### src/design/gshare_branch_predictor_ras_assert.svh
// Assertion macros for the gshare predictor block.
// No dependencies; included by the top level.
`ifndef GSHARE_BRANCH_PREDICTOR_RAS_ASSERT_SVH
`define GSHARE_BRANCH_PREDICTOR_RAS_ASSERT_SVH
`ifndef SYNTHESIS
`define GBP_ASSERT(label, clk, rst, prop, msg) \
   label: assert property (@(posedge clk) disable iff (rst) prop) else $error(msg);
`define GBP_ASSERT_RST(label, clk, prop, msg) \
   label: assert property (@(posedge clk) prop) else $error(msg);
`else
`define GBP_ASSERT(label, clk, rst, prop, msg)
`define GBP_ASSERT_RST(label, clk, prop, msg)
`endif
`endif

### src/design/gbp_pkg.sv
// Package for the gshare predictor: sizes, codes and shared types.
// No dependencies.
package gbp_pkg;
   localparam int IndexBits = 8;
   localparam int CounterBits = 2;
   localparam int HistBits = 20;
   localparam int StackDepth = 8;
   localparam int StackPtrBits = 3;
   localparam int StackCntBits = 4;
   localparam int QueueDepth = 32;
   localparam int QueuePtrBits = 5;
   localparam int QueueCntBits = 6;
   localparam int TableSize = 256;
   localparam int FallbackTaken = 0;
   localparam int FifoDepth = 2;

   localparam logic [CounterBits-1:0] WeakTaken = CounterBits'(1 << (CounterBits - 1));
   localparam logic [CounterBits-1:0] CounterMax = '1;
   localparam logic [CounterBits-1:0] CounterInit =
      (FallbackTaken != 0) ? WeakTaken : WeakTaken - 1'b1;

   typedef enum logic [1:0] {
      OP_PREDICT = 2'd0, OP_UPDATE = 2'd1, OP_FLUSH = 2'd2, OP_NONE = 2'd3
   } op_type;
   typedef enum logic [1:0] {
      BR_COND = 2'd0, BR_UNCOND = 2'd1, BR_RETURN = 2'd2, BR_CALL = 2'd3
   } branch_type;
   typedef enum logic [1:0] {
      ST_OK = 2'd0, ST_EMPTY = 2'd1, ST_FULL = 2'd2, ST_RSVD = 2'd3
   } status_type;
   typedef enum logic [1:0] {
      ACT_NONE = 2'd0, ACT_POP = 2'd1, ACT_PUSH = 2'd2, ACT_RSVD = 2'd3
   } act_type;

   typedef struct packed {
      op_type      op;
      logic [63:0] address;
      branch_type  btype;
      logic [63:0] offset;
      logic        actual_taken;
      logic [63:0] actual_target;
   } item_type;
endpackage

### src/design/gbp_front.sv
// Front part: registers incoming items into a short queue.
// Depends on gbp_pkg.
module gbp_front (
   input  logic              clock,
   input  logic              reset,
   input  logic              in_valid,
   output logic              in_stall,
   input  gbp_pkg::item_type in_item,
   output logic              out_valid,
   input  logic              out_take,
   output gbp_pkg::item_type out_item
);
   import gbp_pkg::*;
   item_type    mem_ff [FifoDepth];
   logic        wr_ff, wr_in, rd_ff, rd_in;
   logic [1:0]  cnt_ff, cnt_in;
   logic        push, pop;

   assign in_stall  = (cnt_ff == 2'(FifoDepth));
   assign out_valid = (cnt_ff != 2'd0);
   assign out_item  = mem_ff[rd_ff];
   assign push = in_valid && !in_stall;
   assign pop  = out_valid && out_take;

   always_comb begin
      wr_in  = push ? ~wr_ff : wr_ff;
      rd_in  = pop ? ~rd_ff : rd_ff;
      cnt_in = cnt_ff + 2'(push) - 2'(pop);
   end

   always_ff @(posedge clock) begin
      if (reset) begin
         wr_ff <= 1'b0;
         rd_ff <= 1'b0;
         cnt_ff <= 2'd0;
      end else begin
         wr_ff <= wr_in;
         rd_ff <= rd_in;
         cnt_ff <= cnt_in;
      end
      if (push) mem_ff[wr_ff] <= in_item;
   end
endmodule

### config.mk
export PLATFORM = sky130hd
export DESIGN_NAME = gbp_front
export DESIGN_NICKNAME = d
export VERILOG_FILES = /design/src/design/gshare_branch_predictor_ras_assert.svh /design/src/design/gbp_pkg.sv /design/src/design/gbp_front.sv
export SDC_FILE = /design/constraint.sdc
export NUM_CORES = 1
export LEC_CHECK = 0
export BUFFER_PORTS_ARGS = -buffer_cell sky130_fd_sc_hd__buf_2
export CORE_MARGIN = 3
export CORE_UTILIZATION = 30
export DETAILED_ROUTE_END_ITERATION = 16
export GPL_TIMING_DRIVEN = 1
export PLACE_DENSITY_LB_ADDON = 0.25
export SYNTH_ARGS = -nofsm -noshare
export SYNTH_HDL_FRONTEND = slang
export SYNTH_SLANG_ARGS = --single-unit
### constraint.sdc
create_clock -name clock -period 12.08 [get_ports clock]
set_input_delay 1.208 -clock clock [delete_from_list [all_inputs] [get_ports clock]]
set_output_delay 1.208 -clock clock [all_outputs]
set_load 0.01 [all_outputs]
== Word level (Yosys, flattened, before mapping) ==
Memories as Yosys holds them, arrays and structs flattened. A register that Yosys moved wholly into a read port is not among the register bits.
Cells that the tools add are included.

* Register bits: 4
* Bits in latches: 0
* Memory bits (writable): 394
* ROM bits: 0
* Input bits: 201
* Output and inout bits: 199
* Word-level logic and storage cells: 17
* Memories kept: 1

* Add/subtract/negate cells: 2
* Multipliers: 0
* Div/mod/pow operators: 0
* $lt $le $gt $ge: 0
* Equality and inequality tests: 1
* Shifts and indexed selects: 0
* Muxes and demuxes: 4
* Bitwise gates (word level): 2
* Reduce and logical (&&, ||, !) cells: 4

{| class="wikitable"
|+ Memories
! name !! words !! width !! rd ports !! clocked after memory_dff !! wr ports !! line !! source
|-
| mem_ff || 2 || 197 || 1 || 1 || 1 || gbp_front.sv:14 || <nowiki>item_type mem_ff [FifoDepth];</nowiki>
|}

{| class="wikitable"
|+ Operators with widths
! operator !! number
|-
| 2-to-1 mux 1 bit || 4
|-
| adder 2 x 1 -> 2 bit || 1
|-
| == test 2 bit, second input constant || 1
|-
| logical AND 1 bit || 2
|-
| inverter 1 bit || 2
|-
| nonzero test 2 bit || 1
|-
| subtractor 2 x 1 -> 2 bit || 1
|-
| zero test 1 bit || 1
|}

== Longest topological paths before layout ==
Gate-level depths: netlist (run 1).

* Depth in word-level cells: 5
* Mapped depth: 8
* Gate-level depth less buffers: 8

== Worst setup path after synthesis (run 1) ==
No wires, ideal clock.

* Kind: input-to-reg
* Start: in in_valid
* End: mem mem_ff[1][0] (netlist bit) (enable)
* Setup time: 583 ps
* Arrival time: 5760 ps
* Required time: 11497 ps
* Setup slack: 5738 ps
* Cell stages on the path: 1
* Buffers on the path: 0
* Cell sequence: and3_1

* Cells in the longest elaborated chain, start to end: 3

{| class="wikitable"
|+ Ends and longest elaborated chain
! element !! line !! source
|-
| from (decl) || gbp_front.sv:6 || <nowiki>input logic in_valid,</nowiki>
|-
| logical AND 1 bit || gbp_front.sv:22 || <nowiki>assign push = in_valid && !in_stall;</nowiki>
|-
| 2-to-1 mux 1 bit || gbp_front.sv:41 || <nowiki>if (push) mem_ff[wr_ff] <= in_item;</nowiki>
|-
| 2-to-1 mux 1 bit (implied by the code) || gbp_front.sv:41 ||
|-
| to (decl) || gbp_front.sv:14 ||
|}

Every way passes these cells.

==> results of run 1 <==
-- logic make-up after synthesis --
| kind of cell | after synthesis | share of synthesized area |
|---|---|---|
| xor+xnor | 3 | 0.00176 |
| flops | 399 | 0.799 |
| buf+inv | 26 | 0.0151 |
| fa+ha+maj | 2 | 0.00167 |
| simple gates | 9 | 0.00310 |
| compound gates | 3 | 0.00117 |
| mux | 197 | 0.179 |
-- critical path: cells and delay by family, from the launching register on --
| family | cells | cell delay, ns |
|---|---|---|
| buf+inv | 3 | 1.74 |
| flops | 1 | 0.69 |
| mux | 1 | 0.36 |
-- final cells by class --
type	instances	area (sq um)
repair buffers	407	2060
well taps	664	831
multi-input cells	214	2790
inverters	4	22.5
clock inverters	15	149
flip-flops and latches	399	11900
clock buffers	58	1200
fillers	4641	30100
diodes	3	7.51
-- metal layers --
metal | routed length [um] | share of wire | up-vias | global-route usage
met5 | 13 | 0.00041 | - | 0
met4 | 689 | 0.022 | 2 | 0.0347
met3 | 2780 | 0.087 | 48 | 0.0486
met2 | 15200 | 0.48 | 284 | 0.190
met1 | 13200 | 0.41 | 3660 | 0.143
li1 | - | - | 3406 | -
-- through the flow --
stage | area (sq um) | power (mW) | cells | hold WS (ns)
3_5_place_dp | 17600 | 2.74 | 1688 | 0.503
6_report | 19000 | 3.94 | 1764 | 0.509
5_1_grt | 19000 | 4.13 | 1762 | 0.538
4_1_cts | 19000 | 4.02 | 1761 | 0.513
2_1_floorplan | 14900 | 2.44 | 639 | 0.452
3_3_place_gp | 17600 | 2.73 | 1688 | 0.481
-- power groups by stage --
stage          Combinational, mW  Sequential (mW)  Clock [mW]
3_3_place_gp               0.927             1.80           0
5_1_grt                    0.977             1.79        1.36
2_1_floorplan              0.629             1.81           0
3_5_place_dp               0.931             1.81           0
6_report                   0.908             1.78        1.26
4_1_cts                    0.935             1.78        1.31
-- cell usage after synthesis --
cell type,n,area [sq um]
or3_1,1,6.26
dfxtp_1,5,100
nand2_1,1,3.75
a21oi_1,1,5.00
xnor2_1,2,17.5
o21a_1,1,7.51
ha_1,2,25.0
or2_2,1,6.26
mux2_2,77,867
o21ai_0,1,5.00
buf_2,6,30.0
inv_1,4,15.0
nand2b_1,1,6.26
nor2_1,3,11.3
and3_1,1,6.26
mux2_4,120,1800
buf_6,16,180
xor2_1,1,8.76
nor2b_1,1,6.26
edfxtp_1,394,11800
-- state kept, by name, summed over array words and instances, names as in the netlist, named ones only --
signal	count
mem_ff	394
cnt_ff	2
rd_ff	1
wr_ff	1
-- path summary, 6_finish.rpt --
check	start	endpoint	slack (ns)
worst min register to register	wr_ff	wr_ff	0.51
worst min-delay path	wr_ff	wr_ff	0.51
worst max-delay path	flop	out_item[129]	7.36
worst max register to register	cnt_ff[0]	mem_ff[1][112]	9.16
==> metrics.csv, run 1 <==
stage,metric,value,unit
drt,num_vias,7400,
synthesis,ys_seq_area_frac,0.799,
critical_path,startpoint_type,flop,
floorplanning,top_level_ports,400,
sta,max_freq,0.212,GHz
place,io_buffer_count,399,
clock_tree,cts_tree,yes,
drt,drc_errors,0,
status,status,completed,
place,gp_congestion,0.784,
power,p_sw_frac,0.258,
power,p_leak,7.22,nW
critical_path,path_class,flop to output pin,
place,hpwl,21800,um
sta,finalMaxSlewViolations,0,
power,powerDensity,207,mW/mm^2
floorplanning,die_width,229,um
critical_path,crit_arrival,3.52,ns
sta,tns,0,ns
power,power_frac_comb,0.231,
global_routing,antenna_found_initial,4,
synthesis,synth_warnings,0,
floorplanning,placementRows,81,
floorplanning,coreArea,0.0491,sq mm
run,maxCapViolations,0,
clock_tree,insertion_delay,0.54,ns
synthesis,syn_inst,639,
drt,drt_wl_total,31900,um
floorplanning,die_y,229,um
global_routing,grt_first_pass_wirelength,47500,um
global_routing,grt_usage,0.117,
power,power.internal,2.93,mW
final_layout,drive_above_1_share,0.606,
sta,finalSetupViolations,0,
sta,finalCriticalPeriod,4.72,ns
sta,slew_headroom,0.337,
final_layout,mostFrequentLayoutCell,buf_2,
critical_path,endpoint_kind,output pin,
sta,fin_skew,0.0149,ns
final_layout,area_growth,27.1,%
sta,tightestPinTransition,0.994,ns
hold_path,worstHoldPathCells,2,
clock_tree,post_cts_resized,0,
drt,viasPerCell,4.20,
clock_tree,clk_path_buf_depth,3,
critical_path,required,10.87,ns
clock_tree,htreeDepth,2,
critical_path,max_stage_delay,0.86,ns
global_routing,grt_pass1_vias,7875,
final_layout,fin_nets,1271,
sta,finalCritPeriodShare,0.391,
sta,setup_slack,7.36,ns
synthesis,syn_avg_cell_area,23.4,sq um
clock_tree,cts.sinks,399,
power,vdd_drop_max,0.162,mV
drt,first_pass_iters,4,
floorplanning,start_util,0.305,
critical_path,slowest_stage,buf_4,
synthesis,synth_seq_cells,399,
power,seq_power_share,0.451,
clock_tree,path_clk_slew,0.06,ns
drt,drt_iter0_markers,436,
power,clockPowerShare,0.319,
drt,antenna_left,0,
global_routing,gr-total-overflow,0,
clock_tree,hold_buffers,0,
synthesis,post_synth_num_cell_types,20,
critical_path,worstPathCellList,"buf_4, buf_4, mux2_4, buf_2",
clock_tree,cts-buffers-inserted,42,
final_layout,final_cell_mix,"buf_2, edfxtp_1, mux2_4",
clock_tree,root_buffer,clkbuf_16,
power,switching_power,1.01,mW
critical_path,cp_common_cell,buf_4,
global_routing,grt_max_degree,84,
clock_tree,cts_setup_buffers,0,
final_layout,fin_util,0.387,
place,pre_cts_ws,7.86,ns
synthesis,syn_nets,842,
drt,wire_per_inst,18.1,um
sta,grt_setup_unrepaired,false,
sta,hold_viol_final,0,
hold_path,min_path_type,flop to flop,
critical_path,reg2regPathDepth,4,
critical_path,path_max_fanout,54,
synthesis,syn_area,0.0149,sq mm
floorplanning,die-area,0.0525,sq mm
(Power assumes the default switching activity.)
==> run 2: changes to the inputs <==
Clock period 12.08 ns to 4.5 ns, I/O delays scaled along.
==> run 2 against run 1 <==
  * Critical path depth down 1
  * Utilization up 0.11 points
  * Die area unchanged
  * Clock-buffer cell count up 1
  * Cell count up 0.34%
  * Hold slack worse by 0.42 ns
  * Worst setup slack worse by 5.7 ns
  * Via count up 0.35%
  * Largest power group unchanged
  * Highest routed layer unchanged
==> metrics.csv, run 2 (synthesized netlist as in run 1, its figures left out) <==
stage,metric,value,unit,change
drt,wire_per_inst,17.9,um,-1.0%
critical_path,r2r-start,cnt_ff[0],,
floorplanning,coreArea,0.0491,sq mm,unchanged
final_layout,area_growth,27.5,%,
sta,finalMaxSlewViolations,0,,unchanged
final_layout,largestRegisters,"mem_ff: 394 flops, cnt_ff: 2 flops",,
drt,first_pass_iters,4,,unchanged
place,pre_cts_ws,2.11,ns,-5.76 ns
sta,tns,0,ns,unchanged
power,vdd_drop_max,0.333,mV,+110%
floorplanning,die-area,0.0525,sq mm,unchanged
sta,finalCriticalPeriod,2.88,ns,
run,maxCapViolations,0,,unchanged
sta,finalCritPeriodShare,0.640,,
global_routing,grt_busiest_layer,met2,,
floorplanning,top_level_ports,400,,unchanged
global_routing,met2_usage,0.189,,-0.00113
power,p_leak,7.22,nW,about the same
critical_path,path_class,flop to output pin,,
drt,drt_iter0_markers,372,,-15%
critical_path,required,4.05,ns,-6.82 ns
global_routing,grt_pass1_vias,7817,,-0.74%
clock_tree,cts_tree,yes,,
floorplanning,placementRows,81,,unchanged
critical_path,endpoint_kind,output pin,,
clock_tree,post_cts_resized,0,,unchanged
final_layout,fin_nets,1278,,+0.55%
final_layout,regMostFlops,mem_ff,,
global_routing,grtUsageMet3,0.0475,,-0.00112
clock_tree,cts.sinks,399,,unchanged
floorplanning,die_width,229,um,unchanged
global_routing,grt_usage,0.117,,+0.000407
sta,slew_headroom,0.483,,+0.146
critical_path,path_max_fanout,45,,-17%
sta,holdWs,0.0901,ns,-0.419 ns
clock_tree,hold_buffers,0,,unchanged
drt,drc_errors,0,,unchanged
global_routing,gr-total-overflow,0,,unchanged
drt,drt_wl_total,31700,um,-0.68%
critical_path,slowest_stage,dfxtp_4,,
critical_path,worstPathCellList,"buf_4, mux2_2, buf_2",,
place,hpwl,21100,um,-3.2%
global_routing,antenna_found_initial,10,,+6
clock_tree,cts-buffers-inserted,43,,+2.4%
hold_path,min-delay-start,in_item[37],,
sta,tightestPinTransition,0.775,ns,-0.219 ns
drt,viasPerCell,4.20,,about the same
hold_path,min_path_type,input pin to flop,,
clock_tree,clk_path_buf_depth,3,,unchanged
power,powerDensity,552,mW/mm^2,+170%
sta,setup_slack,1.62,ns,-5.73 ns
clock_tree,htreeDepth,2,,unchanged
clock_tree,insertion_delay,0.55,ns,about the same
status,status,completed,,
sta,fin_skew,0.00985,ns,-0.00500 ns
floorplanning,start_util,0.305,,unchanged
critical_path,startpoint_type,flop,,
critical_path,crit_arrival,2.43,ns,-1.09 ns
global_routing,grt_first_pass_wirelength,47200,um,-0.70%
sta,hold_viol_final,0,,unchanged
global_routing,met1_usage,0.141,,-0.00262
clock_tree,root_buffer,clkbuf_16,,
final_layout,mostFrequentLayoutCell,buf_2,,
clock_tree,path_clk_slew,0.06,ns,about the same
clock_tree,cts_setup_buffers,0,,unchanged
sta,finalSetupViolations,0,,unchanged
sta,grt_setup_unrepaired,false,,
final_layout,largest_reg_flops,394,,unchanged
place,gp_congestion,0.735,,-6.2%
drt,num_vias,7426,,+0.35%
place,post-place-cells,1694,,+0.36%
floorplanning,die_y,229,um,unchanged
final_layout,drive_above_1_share,0.605,,-0.00148
drt,antenna_left,0,,unchanged
global_routing,grt_max_degree,67,,-20%
final_layout,final_cells,1770,,+0.34%
critical_path,max_stage_delay,0.85,ns,about the same
final_layout,final_cell_mix,"buf_2, edfxtp_1, mux2_4",,
sta,max_freq,0.347,GHz,
place,io_buffer_count,399,,unchanged
## run 2: cell types whose count changed in the layout (fill, tap and decap cells not counted), moves of 2 or more
cell,before,now
buf_12,0,6
bufinv_16,3,1
clkbuf_1,10,12
clkinv_1,6,8
clkinv_2,4,2
clkinvlp_4,1,3
## run 2: cell type report
| class | count | area, sq um |
|---|---|---|
| Multi-Input combinational cell | 214 | 2790 |
| Fill cell | 4597 | 30000 |
| Clock buffer | 59 | 1200 |
| Antenna cell | 3 | 7.51 |
| Tap cell | 664 | 831 |
| Clock inverter | 14 | 93.8 |
| Timing Repair Buffer | 413 | 2180 |
| Inverter | 4 | 18.8 |
| Sequential cell | 399 | 11900 |
## run 2: metal layers
| metal | wire, um | vias to the layer above |
|---|---|---|
| met2 | 15000 | 269 |
| met4 | 838 | 14 |
| met3 | 2920 | 66 |
| li1 | - | 3425 |
| met1 | 12800 | 3652 |
| met5 | 92 | - |
## run 2: worst paths after layout
kind                    to  slack [ns]  cells after the start
min          mem_ff[0][37]        0.09                      1
max           out_item[49]        1.62                      3
min reg2reg          wr_ff        0.51                      2
max reg2reg  mem_ff[0][89]        2.31                      5
## run 2: stage by stage
step / util / area (sq um) / power [mW]
5_1_grt: 0.388 / 19000 / 11.0
3_5_place_dp: 0.362 / 17800 / 7.41
3_3_place_gp: 0.362 / 17800 / 7.39
6_report: 0.388 / 19100 / 10.5
2_1_floorplan: - / 14900 / 6.50
4_1_cts: 0.388 / 19000 / 10.7
## run 2: worst max-delay path, delay by kind of cell, from the launching register on
family	cells	cell delay [ns]
buffers and inverters	2	0.60
DFF	1	0.85
muxes	1	0.39
## run 2: power by group
part / total [mW] / internal [mW] / switching (mW)
logic: 2.49 / 1.23 / 1.26
clock network: 3.26 / 1.91 / 1.35
registers: 4.77 / 4.61 / 0.157
total: 10.5 / 7.75 / 2.77
==> run 3: changes to the inputs <==
Clock period 4.5 ns to 2.5 ns, I/O delays scaled along.
==> run 3 against run 2 <==
  * Cell area grew 11%
  * Worst setup slack worse by 1.5 ns
  * Hold slack better by 0.034 ns
  * Via count grew 10%
  * Combinational power grew 100%
  * Sequential share of layout area decreased by 6.4 points
  * Sequential power increased by 79%
  * Register-to-register slack got worse by 1.7 ns
  * Non-clock buffer count grew 214
  * Utilization grew 4.5 points
  * Critical path type unchanged
  * Largest cell class unchanged
==> metrics.csv, run 3 (synthesized netlist as in run 1, its figures left out) <==
stage,metric,value,unit,change
clock_tree,root_buffer,clkbuf_16,,
global_routing,grt_usage,0.125,,+0.00757
sta,tightestPinTransition,0.584,ns,-0.191 ns
place,pre_cts_ws,0.621,ns,-1.48 ns
global_routing,grt_first_pass_wirelength,51700,um,+9.7%
power,p_leak,8.15,nW,+13%
critical_path,rr_endpoint,mem_ff[0][177],,
hold_path,hold_end,wr_ff,,
power,powerDensity,908,mW/mm^2,+64%
final_layout,regMostFlops,mem_ff,,
global_routing,grt_max_degree,88,,+31%
run,maxCapViolations,0,,unchanged
final_layout,largest_reg_flops,394,,unchanged
sta,fin_skew,0.0161,ns,+0.00626 ns
global_routing,antenna_found_initial,0,,-10
clock_tree,insertion_delay,0.55,ns,about the same
critical_path,endpoint_kind,output pin,,
drt,drt_iter0_markers,350,,-5.9%
hold_path,min-delay-start,in_valid,,
floorplanning,die_width,229,um,unchanged
floorplanning,coreArea,0.0491,sq mm,unchanged
drt,first_pass_iters,4,,unchanged
critical_path,required,2.25,ns,-1.80 ns
final_layout,largestRegisters,"mem_ff: 394 flops, cnt_ff: 2 flops",,
sta,finalMaxSlewViolations,0,,unchanged
final_layout,fin_nets,1493,,+17%
clock_tree,clk_path_buf_depth,3,,unchanged
final_layout,final_cells,1979,,+12%
clock_tree,path_clk_slew,0.05,ns,about the same
critical_path,r2r-start,cnt_ff[0],,
place,gp_congestion,0.733,,-0.27%
floorplanning,start_util,0.305,,unchanged
final_layout,drive_above_1_share,0.522,,-0.0823
power,vdd_drop_max,0.700,mV,+110%
drt,drc_errors,0,,unchanged
global_routing,gr-total-overflow,0,,unchanged
critical_path,startpoint_type,flop,,
drt,drt_wl_total,32900,um,+4.0%
sta,finalSetupViolations,0,,unchanged
clock_tree,cts.sinks,399,,unchanged
critical_path,rrSetupSlack,0.62,ns,-1.69 ns
sta,grt_setup_unrepaired,false,,
sta,max_freq,0.425,GHz,
status,status,completed,,
sta,hold_viol_final,0,,unchanged
floorplanning,top_level_ports,400,,unchanged
drt,viasPerCell,4.13,,-1.5%
global_routing,grt_pass1_vias,8996,,+15%
critical_path,path_class,flop to output pin,,
sta,finalCriticalPeriod,2.35,ns,
drt,num_vias,8179,,+10%
sta,tns,0,ns,unchanged
sta,finalCritPeriodShare,0.941,,
floorplanning,placementRows,81,,unchanged
place,post-place-cells,1710,,+0.94%
drt,antenna_left,0,,unchanged
final_layout,area_growth,42.2,%,
sta,setup_slack,0.147,ns,-1.47 ns
final_layout,mostFrequentLayoutCell,buf_2,,
final_layout,final_cell_mix,"buf_2, edfxtp_1, dlygate4sd3_1",,
drt,wire_per_inst,16.6,um,-7.0%
critical_path,reg2regPathDepth,5,,unchanged
clock_tree,cts-buffers-inserted,44,,+2.3%
clock_tree,htreeDepth,2,,unchanged
floorplanning,die_y,229,um,unchanged
sta,slew_headroom,0.610,,+0.127
hold_path,min_path_type,input pin to flop,,
critical_path,path_max_fanout,33,,-27%
place,hpwl,22200,um,+4.9%
clock_tree,cts_tree,yes,,
floorplanning,die-area,0.0525,sq mm,unchanged
hold_path,worstHoldPathCells,4,,+3
critical_path,crit_arrival,2.10,ns,-0.33 ns
place,io_buffer_count,399,,unchanged
clock_tree,post_cts_resized,0,,unchanged
final_layout,diodes,0,,-3
final_layout,fin_util,0.433,,+0.0447
[run 3: cell type report]
class | instances | area [sq um]
sequential | 399 | 11900
tap | 664 | 831
clock inverter | 13 | 71.3
clock buffer | 58 | 1170
timing repair buffer | 627 | 4400
inverter | 4 | 21.3
multi-input combinational | 214 | 2800
fill | 4449 | 27800
[run 3: worst max path at each step]
stage / endpoint / slack [ns] / cells after the start
finish: out_item[141] / 0.15 / 3
global route: out_item[141] / 0.02 / 3
CTS: out_item[141] / 0.04 / 3
detailed placement: mem_ff[0][124] / 0.62 / 5
global placement: mem_ff[0][122] / 0.63 / 5
floorplan: mem_ff[0][0] / -1.46 / 4
[run 3: per-layer routing]
| metal | GRT usage | routed length, um |
|---|---|---|
| met5 | 0 | 0 |
| met2 | 0.212 | 16100 |
| met4 | 0.0386 | 773 |
| met3 | 0.0429 | 2730 |
| met1 | 0.150 | 13300 |
[run 3: power by group]
part	total, mW	internal (mW)	leakage (nW)	switching [mW]
clock	5.71	3.28	0.598	2.43
sequential	8.55	8.30	3.72	0.254
combinational	5.03	2.61	3.82	2.42
[run 3: stage by stage]
| stage | hold WS, ns | power (mW) | area, sq um |
|---|---|---|---|
| after global placement | 0.437 | 13.6 | 18000 |
| after floorplan | 0.314 | 11.7 | 15000 |
| after global routing | 0.134 | 20.3 | 21200 |
| final | 0.124 | 19.3 | 21200 |
| after CTS | 0.0794 | 19.7 | 21200 |
| after detailed placement | 0.441 | 13.6 | 18000 |
[run 3: what timing repair did]
item | 4_1_cts | 5_1_grt
hold endpoints to repair | 399 | 0
hold buffers | 198 | 0
setup buffers | 0 | 0
[run 3: worst max-delay path, stage by stage, from the launching register on]
cell and delay [ns]:
dfxtp_4 0.71, buf_12 0.32, mux2_4 0.34, buf_2 0.14
